### src/itp_pkg.sv
// Package of the infix-to-postfix core: operator codes, error codes, the
// stack command type and the character decode functions. Depends on nothing.
package itp_pkg;

   typedef logic [2:0] code_type;
   typedef logic [2:0] err_type;

   // Operator codes held on the stack.
   localparam code_type OP_OPEN  = 3'd0;
   localparam code_type OP_PLUS  = 3'd1;
   localparam code_type OP_MINUS = 3'd2;
   localparam code_type OP_MUL   = 3'd3;
   localparam code_type OP_DIV   = 3'd4;
   localparam code_type OP_POW   = 3'd5;

   // Error codes of a result.
   localparam err_type ERR_NONE  = 3'd0;
   localparam err_type ERR_BAD   = 3'd1;
   localparam err_type ERR_CLOSE = 3'd2;
   localparam err_type ERR_OPEN  = 3'd3;
   localparam err_type ERR_OVF   = 3'd4;

   // ASCII characters the converter recognizes.
   localparam logic [7:0] CH_OPEN  = 8'h28;
   localparam logic [7:0] CH_CLOSE = 8'h29;
   localparam logic [7:0] CH_MUL   = 8'h2A;
   localparam logic [7:0] CH_PLUS  = 8'h2B;
   localparam logic [7:0] CH_MINUS = 8'h2D;
   localparam logic [7:0] CH_DIV   = 8'h2F;
   localparam logic [7:0] CH_POW   = 8'h5E;

   // Command handed to all cells of the stack together.
   typedef struct packed {
      logic     push;
      logic     pop;
      code_type code;
   } stack_cmd_type;

   function automatic logic is_letter(input logic [7:0] c);
      return ((c >= 8'h61) && (c <= 8'h7A)) || ((c >= 8'h41) && (c <= 8'h5A));
   endfunction

   function automatic logic is_operator(input logic [7:0] c);
      return (c == CH_PLUS) || (c == CH_MINUS) || (c == CH_MUL) ||
             (c == CH_DIV) || (c == CH_POW);
   endfunction

   function automatic code_type op_code_of(input logic [7:0] c);
      code_type r;
      unique case (c)
         CH_PLUS:  r = OP_PLUS;
         CH_MINUS: r = OP_MINUS;
         CH_MUL:   r = OP_MUL;
         CH_DIV:   r = OP_DIV;
         CH_POW:   r = OP_POW;
         default:  r = OP_OPEN;
      endcase
      return r;
   endfunction

   function automatic logic [7:0] op_char(input code_type code);
      logic [7:0] r;
      unique case (code)
         OP_OPEN:  r = CH_OPEN;
         OP_PLUS:  r = CH_PLUS;
         OP_MINUS: r = CH_MINUS;
         OP_MUL:   r = CH_MUL;
         OP_DIV:   r = CH_DIV;
         OP_POW:   r = CH_POW;
         default:  r = 8'h00;
      endcase
      return r;
   endfunction

   function automatic logic [1:0] op_prec(input code_type code);
      logic [1:0] r;
      unique case (code)
         OP_PLUS, OP_MINUS: r = 2'd1;
         OP_MUL, OP_DIV:    r = 2'd2;
         OP_POW:            r = 2'd3;
         default:           r = 2'd0;
      endcase
      return r;
   endfunction

endpackage

### src/infix_to_postfix_converter_core.sv
// Top level of the infix-to-postfix converter: control sequencer, fill count,
// output register. Depends on itp_pkg and itp_stack.
//
//  Channel | Dir | Handshake           | Payload
//  req     | in  | req_tvalid/tready   | tdata[7:0] in_char, tlast end_of_expr
//  rsp     | out | rsp_tvalid/tready   | tdata[7:0] out_char, tlast last_of_expr,
//          |     |                     | tuser[0] char_valid, tuser[3:1] error_code
//
// An item is taken while idle, then worked on one step per cycle: a letter,
// '(' or a plain push takes one step, and every operator popped from the stack
// adds one step, since the stack cell row moves by one entry per step.
// Every step, with or without a result, waits while the output register is
// full and not being taken. Reset is synchronous; it clears the fill count, the
// discard flag and the handshakes, and the stack cells need no clearing.
module infix_to_postfix_converter_core #(
   parameter int STACK_DEPTH = 32
) (
   input  logic       clock,
   input  logic       reset,
   input  logic       req_tvalid,
   output logic       req_tready,
   input  logic [7:0] req_tdata,   // [7:0] in_char
   input  logic       req_tlast,
   output logic       rsp_tvalid,
   input  logic       rsp_tready,
   output logic [7:0] rsp_tdata,   // [7:0] out_char
   output logic [3:0] rsp_tuser,   // [0] char_valid, [3:1] error_code
   output logic       rsp_tlast
);
   import itp_pkg::*;

   localparam int CNT_W = $clog2(STACK_DEPTH + 1);
   localparam logic S_IDLE = 1'b0;
   localparam logic S_WORK = 1'b1;

   logic             state_ff, state_in;
   logic [CNT_W-1:0] cnt_ff, cnt_in;
   logic             disc_ff, disc_in;
   logic [7:0]       char_ff, char_in;
   logic             end_ff, end_in;
   logic             out_vld_ff, out_vld_in;
   logic [7:0]       out_char_ff, out_char_in;
   logic             out_cv_ff, out_cv_in;
   logic             out_last_ff, out_last_in;
   err_type          out_err_ff, out_err_in;

   stack_cmd_type cmd;
   code_type      top_code;
   code_type      item_code;
   logic          out_free;
   logic          stack_full;
   logic          stack_empty;
   logic          emit;
   logic [7:0]    e_char;
   logic          e_cv;
   logic          e_last;
   err_type       e_err;

   itp_stack #(.DEPTH(STACK_DEPTH)) u_stack (
      .clock    (clock),
      .cmd      (cmd),
      .top_code (top_code)
   );

   assign out_free    = !out_vld_ff || rsp_tready;
   assign stack_full  = (cnt_ff == CNT_W'(STACK_DEPTH));
   assign stack_empty = (cnt_ff == '0);
   assign item_code   = op_code_of(char_ff);
   assign req_tready  = (state_ff == S_IDLE);

   // Sequencer: one decision per cycle on the held request, while the output register is free.
   always_comb begin
      state_in = state_ff;
      cnt_in   = cnt_ff;
      disc_in  = disc_ff;
      char_in  = char_ff;
      end_in   = end_ff;
      cmd.push = 1'b0;
      cmd.pop  = 1'b0;
      cmd.code = item_code;
      emit     = 1'b0;
      e_char   = 8'h00;
      e_cv     = 1'b0;
      e_last   = 1'b0;
      e_err    = ERR_NONE;
      if (state_ff == S_IDLE) begin
         if (req_tvalid) begin
            char_in  = req_tdata;
            end_in   = req_tlast;
            state_in = S_WORK;
         end
      end else if (out_free) begin
         priority if (disc_ff) begin
            if (end_ff) begin
               disc_in = 1'b0;
            end
            state_in = S_IDLE;
         end else if (end_ff) begin
            // Flush the stack, then close the expression; a leftover '(' closes it with an error.
            priority if (stack_empty) begin
               emit     = 1'b1;
               e_last   = 1'b1;
               state_in = S_IDLE;
            end else if (top_code == OP_OPEN) begin
               emit     = 1'b1;
               e_last   = 1'b1;
               e_err    = ERR_OPEN;
               cnt_in   = '0;
               state_in = S_IDLE;
            end else begin
               emit    = 1'b1;
               e_char  = op_char(top_code);
               e_cv    = 1'b1;
               cmd.pop = 1'b1;
               cnt_in  = cnt_ff - CNT_W'(1);
            end
         end else if (is_letter(char_ff)) begin
            emit     = 1'b1;
            e_char   = char_ff;
            e_cv     = 1'b1;
            state_in = S_IDLE;
         end else if (char_ff == CH_OPEN) begin
            if (stack_full) begin
               emit    = 1'b1;
               e_last  = 1'b1;
               e_err   = ERR_OVF;
               cnt_in  = '0;
               disc_in = 1'b1;
            end else begin
               cmd.push = 1'b1;
               cmd.code = OP_OPEN;
               cnt_in   = cnt_ff + CNT_W'(1);
            end
            state_in = S_IDLE;
         end else if (char_ff == CH_CLOSE) begin
            // Pop down to the matching open parenthesis; an empty stack is an error.
            priority if (stack_empty) begin
               emit     = 1'b1;
               e_last   = 1'b1;
               e_err    = ERR_CLOSE;
               disc_in  = 1'b1;
               state_in = S_IDLE;
            end else if (top_code != OP_OPEN) begin
               emit    = 1'b1;
               e_char  = op_char(top_code);
               e_cv    = 1'b1;
               cmd.pop = 1'b1;
               cnt_in  = cnt_ff - CNT_W'(1);
            end else begin
               cmd.pop  = 1'b1;
               cnt_in   = cnt_ff - CNT_W'(1);
               state_in = S_IDLE;
            end
         end else if (is_operator(char_ff)) begin
            // Pop operators of equal or higher rank, then push this one.
            priority if (!stack_empty && (top_code != OP_OPEN) &&
                         (op_prec(item_code) <= op_prec(top_code))) begin
               emit    = 1'b1;
               e_char  = op_char(top_code);
               e_cv    = 1'b1;
               cmd.pop = 1'b1;
               cnt_in  = cnt_ff - CNT_W'(1);
            end else if (stack_full) begin
               emit     = 1'b1;
               e_last   = 1'b1;
               e_err    = ERR_OVF;
               cnt_in   = '0;
               disc_in  = 1'b1;
               state_in = S_IDLE;
            end else begin
               cmd.push = 1'b1;
               cnt_in   = cnt_ff + CNT_W'(1);
               state_in = S_IDLE;
            end
         end else begin
            emit     = 1'b1;
            e_last   = 1'b1;
            e_err    = ERR_BAD;
            disc_in  = 1'b1;
            state_in = S_IDLE;
         end
      end
   end

   // Output register: loaded by a result step, cleared when taken.
   always_comb begin
      out_char_in = out_char_ff;
      out_cv_in   = out_cv_ff;
      out_last_in = out_last_ff;
      out_err_in  = out_err_ff;
      if (emit) begin
         out_vld_in  = 1'b1;
         out_char_in = e_char;
         out_cv_in   = e_cv;
         out_last_in = e_last;
         out_err_in  = e_err;
      end else if (rsp_tready) begin
         out_vld_in = 1'b0;
      end else begin
         out_vld_in = out_vld_ff;
      end
   end

   // Control registers.
   always_ff @(posedge clock) begin
      if (reset) begin
         state_ff   <= S_IDLE;
         cnt_ff     <= '0;
         disc_ff    <= 1'b0;
         out_vld_ff <= 1'b0;
      end else begin
         state_ff   <= state_in;
         cnt_ff     <= cnt_in;
         disc_ff    <= disc_in;
         out_vld_ff <= out_vld_in;
      end
   end

   // Payload registers.
   always_ff @(posedge clock) begin
      char_ff     <= char_in;
      end_ff      <= end_in;
      out_char_ff <= out_char_in;
      out_cv_ff   <= out_cv_in;
      out_last_ff <= out_last_in;
      out_err_ff  <= out_err_in;
   end

   assign rsp_tvalid = out_vld_ff;
   assign rsp_tdata  = out_char_ff;
   assign rsp_tuser  = {out_err_ff, out_cv_ff};
   assign rsp_tlast  = out_last_ff;

endmodule

### src/itp_stack_cell.sv
// One cell of the shifting operator stack: holds one operator code.
// Depends on itp_pkg for the command and code types.
module itp_stack_cell (
   input  logic                  clock,
   input  itp_pkg::stack_cmd_type cmd,
   input  itp_pkg::code_type     from_above,
   input  itp_pkg::code_type     from_below,
   output itp_pkg::code_type     code
);
   import itp_pkg::*;

   code_type code_ff;
   code_type code_in;

   // A push takes the neighbor above, a pop the neighbor below.
   always_comb begin
      priority if (cmd.push) begin
         code_in = from_above;
      end else if (cmd.pop) begin
         code_in = from_below;
      end else begin
         code_in = code_ff;
      end
   end

   always_ff @(posedge clock) begin
      code_ff <= code_in;
   end

   assign code = code_ff;

endmodule

### src/itp_stack.sv
// Operator stack built as a row of shifting cells; cell 0 is the top.
// Depends on itp_pkg and itp_stack_cell.
module itp_stack #(
   parameter int DEPTH = 32
) (
   input  logic                  clock,
   input  itp_pkg::stack_cmd_type cmd,
   output itp_pkg::code_type     top_code
);
   import itp_pkg::*;

   code_type cell_q [DEPTH];

   // Each cell passes its code one step down on a push and up on a pop.
   for (genvar i = 0; i < DEPTH; i++) begin : g_cell
      code_type above;
      code_type below;
      if (i == 0) begin : g_top
         assign above = cmd.code;
      end else begin : g_mid
         assign above = cell_q[i-1];
      end
      if (i == DEPTH - 1) begin : g_bot
         assign below = OP_OPEN;
      end else begin : g_rest
         assign below = cell_q[i+1];
      end
      itp_stack_cell u_cell (
         .clock      (clock),
         .cmd        (cmd),
         .from_above (above),
         .from_below (below),
         .code       (cell_q[i])
      );
   end

   assign top_code = cell_q[0];

endmodule

### config.mk
export PLATFORM = sky130hd
export DESIGN_NAME = infix_to_postfix_converter_core
export DESIGN_NICKNAME = d
export VERILOG_FILES = /design/src/itp_pkg.sv /design/src/infix_to_postfix_converter_core.sv /design/src/itp_stack_cell.sv /design/src/itp_stack.sv
export SDC_FILE = /design/constraint.sdc
export NUM_CORES = 1
export LEC_CHECK = 0
export CAP_MARGIN = 40
export CORE_MARGIN = 3
export CORE_UTILIZATION = 65
export DETAILED_ROUTE_END_ITERATION = 10
export DONT_BUFFER_PORTS = 1
export MAX_ROUTING_LAYER = met4
export PLACE_DENSITY = 0.81
export SLEW_MARGIN = 10
export SYNTH_ARGS = -nofsm -noshare
export SYNTH_HDL_FRONTEND = slang
export SYNTH_HIERARCHICAL = 1
export SYNTH_SLANG_ARGS = --single-unit
### constraint.sdc
create_clock -name clock -period 48.3 [get_ports clock]
set_clock_uncertainty 0.15 [all_clocks]
set_input_delay 9.66 -clock clock [delete_from_list [all_inputs] [get_ports clock]]
set_output_delay 9.66 -clock clock [all_outputs]
set_load 0.03 [all_outputs]
==> flow_summary.json <==
{
  "pin_count": 28,
  "root_buffer": "clkbuf_8",
  "wl_per_cell_um": 19.33,
  "clock_latency_ns": 0.51,
  "slew_viol_final": 0,
  "coreArea_um2": 9328,
  "initial_utilization_pct": 67.53,
  "intPower_uw": 213.9,
  "synth.area.mux_share_pct": 18.34,
  "yosys-top-cells-count": "edfxtp_1, mux2_2, or2_2",
  "num_rows": 35,
  "hold_viol_final": 0,
  "gr-total-overflow": 0,
  "synth-compound-area-share_pct": 7.787,
  "critPathRequiredTime_ns": 48.41,
  "track_usage_pct": 23.57,
  "synth.most_common_cell": "edfxtp_1",
  "hp-class": "reg2reg",
  "swShare_pct": 23.37,
  "fp.dieW_um": 104.4,
  "criticalPathCategory": "in2reg",
  "synth_edf_count": 118,
  "synth-simple-area-share_pct": 11.38,
  "syn2layout_area_growth_pct": 11.60,
  "critPathLaunchType": "input port",
  "vias_per_cell": 6.163,
  "route.detailed.drc": 0,
  "clockBufferDepth": 2,
  "tightestPinTransition_ns": 0.6212,
  "die_area_um2": 10910,
  "yosysWarnings": 6,
  "min_period_ns": 12.19,
  "synth_xor_area_share_pct": 0.2781,
  "cts_htree_levels": 4,
  "dp_cells": 581,
  "ir_drop_mv": 0.03371,
  "synth-seq-area-share_pct": 59.12,
  "p_per_area_nw_per_um2": 39.71,
  "setup_viol": 0,
  "cts_made_buffers": 17,
  "syn_area_per_cell_um2": 13.57,
  "drtIter0Drc": 385,
  "antenna_found_initial": 0,
  "synth_flop_cell": "edfxtp_1",
  "outcome": "complete, no violations",
  "synth_fa_ha_area_share_pct": 0.7946,
  "hold_buffers": 0,
  "yosysTopAreaCellShare_pct": 56.26,
  "crit_path_max_fanout": 68,
  "final_cells": 614,
  "yosys.area.top_type": "edfxtp_1",
  "slew-limit-headroom_pct": 58.27,
  "vias": 3784,
  "die_h_um": 104.4,
  "ys_types": 61,
  "n_antenna_cell": 0,
  "routed_wirelength_um": 11870,
  "cts_resized": 0,
  "synth_area_leaders": "edfxtp_1, mux2_2, or2_2",
  "portBuffers": 0,
  "gp_congestion": 0.8729,
  "p_comb_share_pct": 7.9,
  "dp_hpwl_um": 8053,
  "setup_tns_ns": 0,
  "p_leak_nw": 2.406,
  "grt_max_degree": 69,
  "cts_tree": "yes",
  "finalCritPeriodShare_pct": 25.23,
  "syn_inst": 464,
  "ant_nets": 0,
  "synth_top_family_by_area": "multiplexers",
  "fmax_ghz": 0.08205,
  "firstDrtPassIters": 6,
  "clock_sinks": 127,
  "clk_pin_slew_worst_paths_ns": 0.06,
  "final_nets": 489,
  "p_seq_share_pct": 47.5,
  "rsz0062_at_grt": "false",
  "grt_pass1_wl_um": 19330,
  "async_reset_ff_share_pct": 0,
  "cap_violations": 0,
  "ys_ff_latch": 127,
  "post_cts_buffers": 0,
  "cp-end-kind": "flip-flop",
  "clockPowerShare_pct": 44.6,
  "grt_pass1_vias": 3653,
  "p_switching_uw": 65.24,
  "arrival_ns": 12.30,
  "drive_gt1_share_pct": 36.08,
  "num-fill-cells": 583,
  "netlist_area_um2": 6299
}
==> cell families after synthesis <==
logic type,Yosys count
AND/OR/NAND/NOR,128
flip-flops,127
multiplexers,103
AO/OA/AOI/OAI,68
buffers and inverters,30
adder cells (fa/ha/maj),4
other,2
XOR/XNOR,2
==> metrics by stage <==
step	hold slack [ns]	area [um^2]	total power [mW]	setup slack [ns]	util, %
6_report	0.3996	7029	0.2791	36.11	75.36
2_1_floorplan	0.3388	6306	0.1516	18.64	-
3_3_place_gp	0.3607	6407	0.1553	35.53	68.69
5_1_grt	0.4167	7029	0.2889	35.96	75.36
3_5_place_dp	0.3831	6435	0.1564	35.64	68.99
4_1_cts	0.3954	7022	0.2811	36.16	75.28
==> final cells by class <==
class | instances | area [um^2] | share of cell area, %
Clock buffer | 18 | 417.9 | 5.945
Multi-Input combinational cell | 309 | 2451 | 34.87
Clock inverter | 14 | 168.9 | 2.403
Tap cell | 129 | 161.4 | 2.296
Inverter | 11 | 41.29 | 0.5874
Timing Repair Buffer | 6 | 65.06 | 0.9256
Sequential cell | 127 | 3724 | 52.97
==> worst max-delay path, cell delays in order <==
cell       delay [ns]
nand2b_1         0.18
nand2_1          0.13
or2_2            0.44
a2111oi_2        0.38
buf_4            0.30
buf_4            0.45
buf_16           0.33
mux2_2           0.38
==> power groups by stage <==
stage	clock network, mW	logic (mW)	registers [mW]
2_1_floorplan	0	0.0195	0.132
3_3_place_gp	0	0.0208	0.134
3_5_place_dp	0	0.0216	0.135
4_1_cts	0.127	0.0218	0.133
5_1_grt	0.131	0.0243	0.133
6_report	0.124	0.0221	0.133
==> final timing paths <==
kind	start	cells past startpoint	slack [ns]	endpoint
worst max-delay path	rsp_tready	8	36.11	u_stack/g_cell[19].u_cell/code[2]$_DFFE_PP_
worst min-delay path	cnt_ff[0]$_SDFFE_PP0P_	2	0.40	cnt_ff[0]$_SDFFE_PP0P_
worst max register to register	char_ff[4]$_DFFE_PP_	16	43.54	u_stack/g_cell[19].u_cell/code[2]$_DFFE_PP_
worst min register to register	cnt_ff[0]$_SDFFE_PP0P_	2	0.40	cnt_ff[0]$_SDFFE_PP0P_
==> flip-flops by register name, summed over array words and instances (netlist names) <==
name / count
u_stack/g_cell.u_cell/code: 96
char_ff: 8
rsp_tdata: 8
cnt_ff: 6
out_err_ff: 3
disc_ff: 1
end_ff: 1
out_cv_ff: 1
rsp_tlast: 1
rsp_tvalid: 1
state_ff: 1
==> layer usage <==
layer / up-vias / track usage [%] / share of wire (%)
met5: - / - / 0
met2: 144 / 36.30 / 49
met1: 1825 / 31.55 / 44
li1: 1800 / - / -
met4: 0 / 7.123 / 1.1
met3: 15 / 5.462 / 5.9
==> placed cells by master, fill, tap and decap left out, types with 3 or more instances in the layout <==
cell,n
a31oi_1,5
nor3_1,9
and3_1,5
nand2_1,28
clkinvlp_4,7
mux2_2,97
nand2b_1,4
a32o_1,4
dfxtp_1,9
and2_1,5
a211oi_1,4
edfxtp_1,118
clkbuf_16,16
a21oi_1,18
bufinv_16,3
a311oi_1,3
buf_4,5
or2_2,34
nand3_1,5
nor2_1,17
ha_1,4
inv_1,11
mux2i_1,4
nor2b_1,5
conb_1,4
o21ai_0,8
Note: power is estimated with default switching activity, not from simulation.
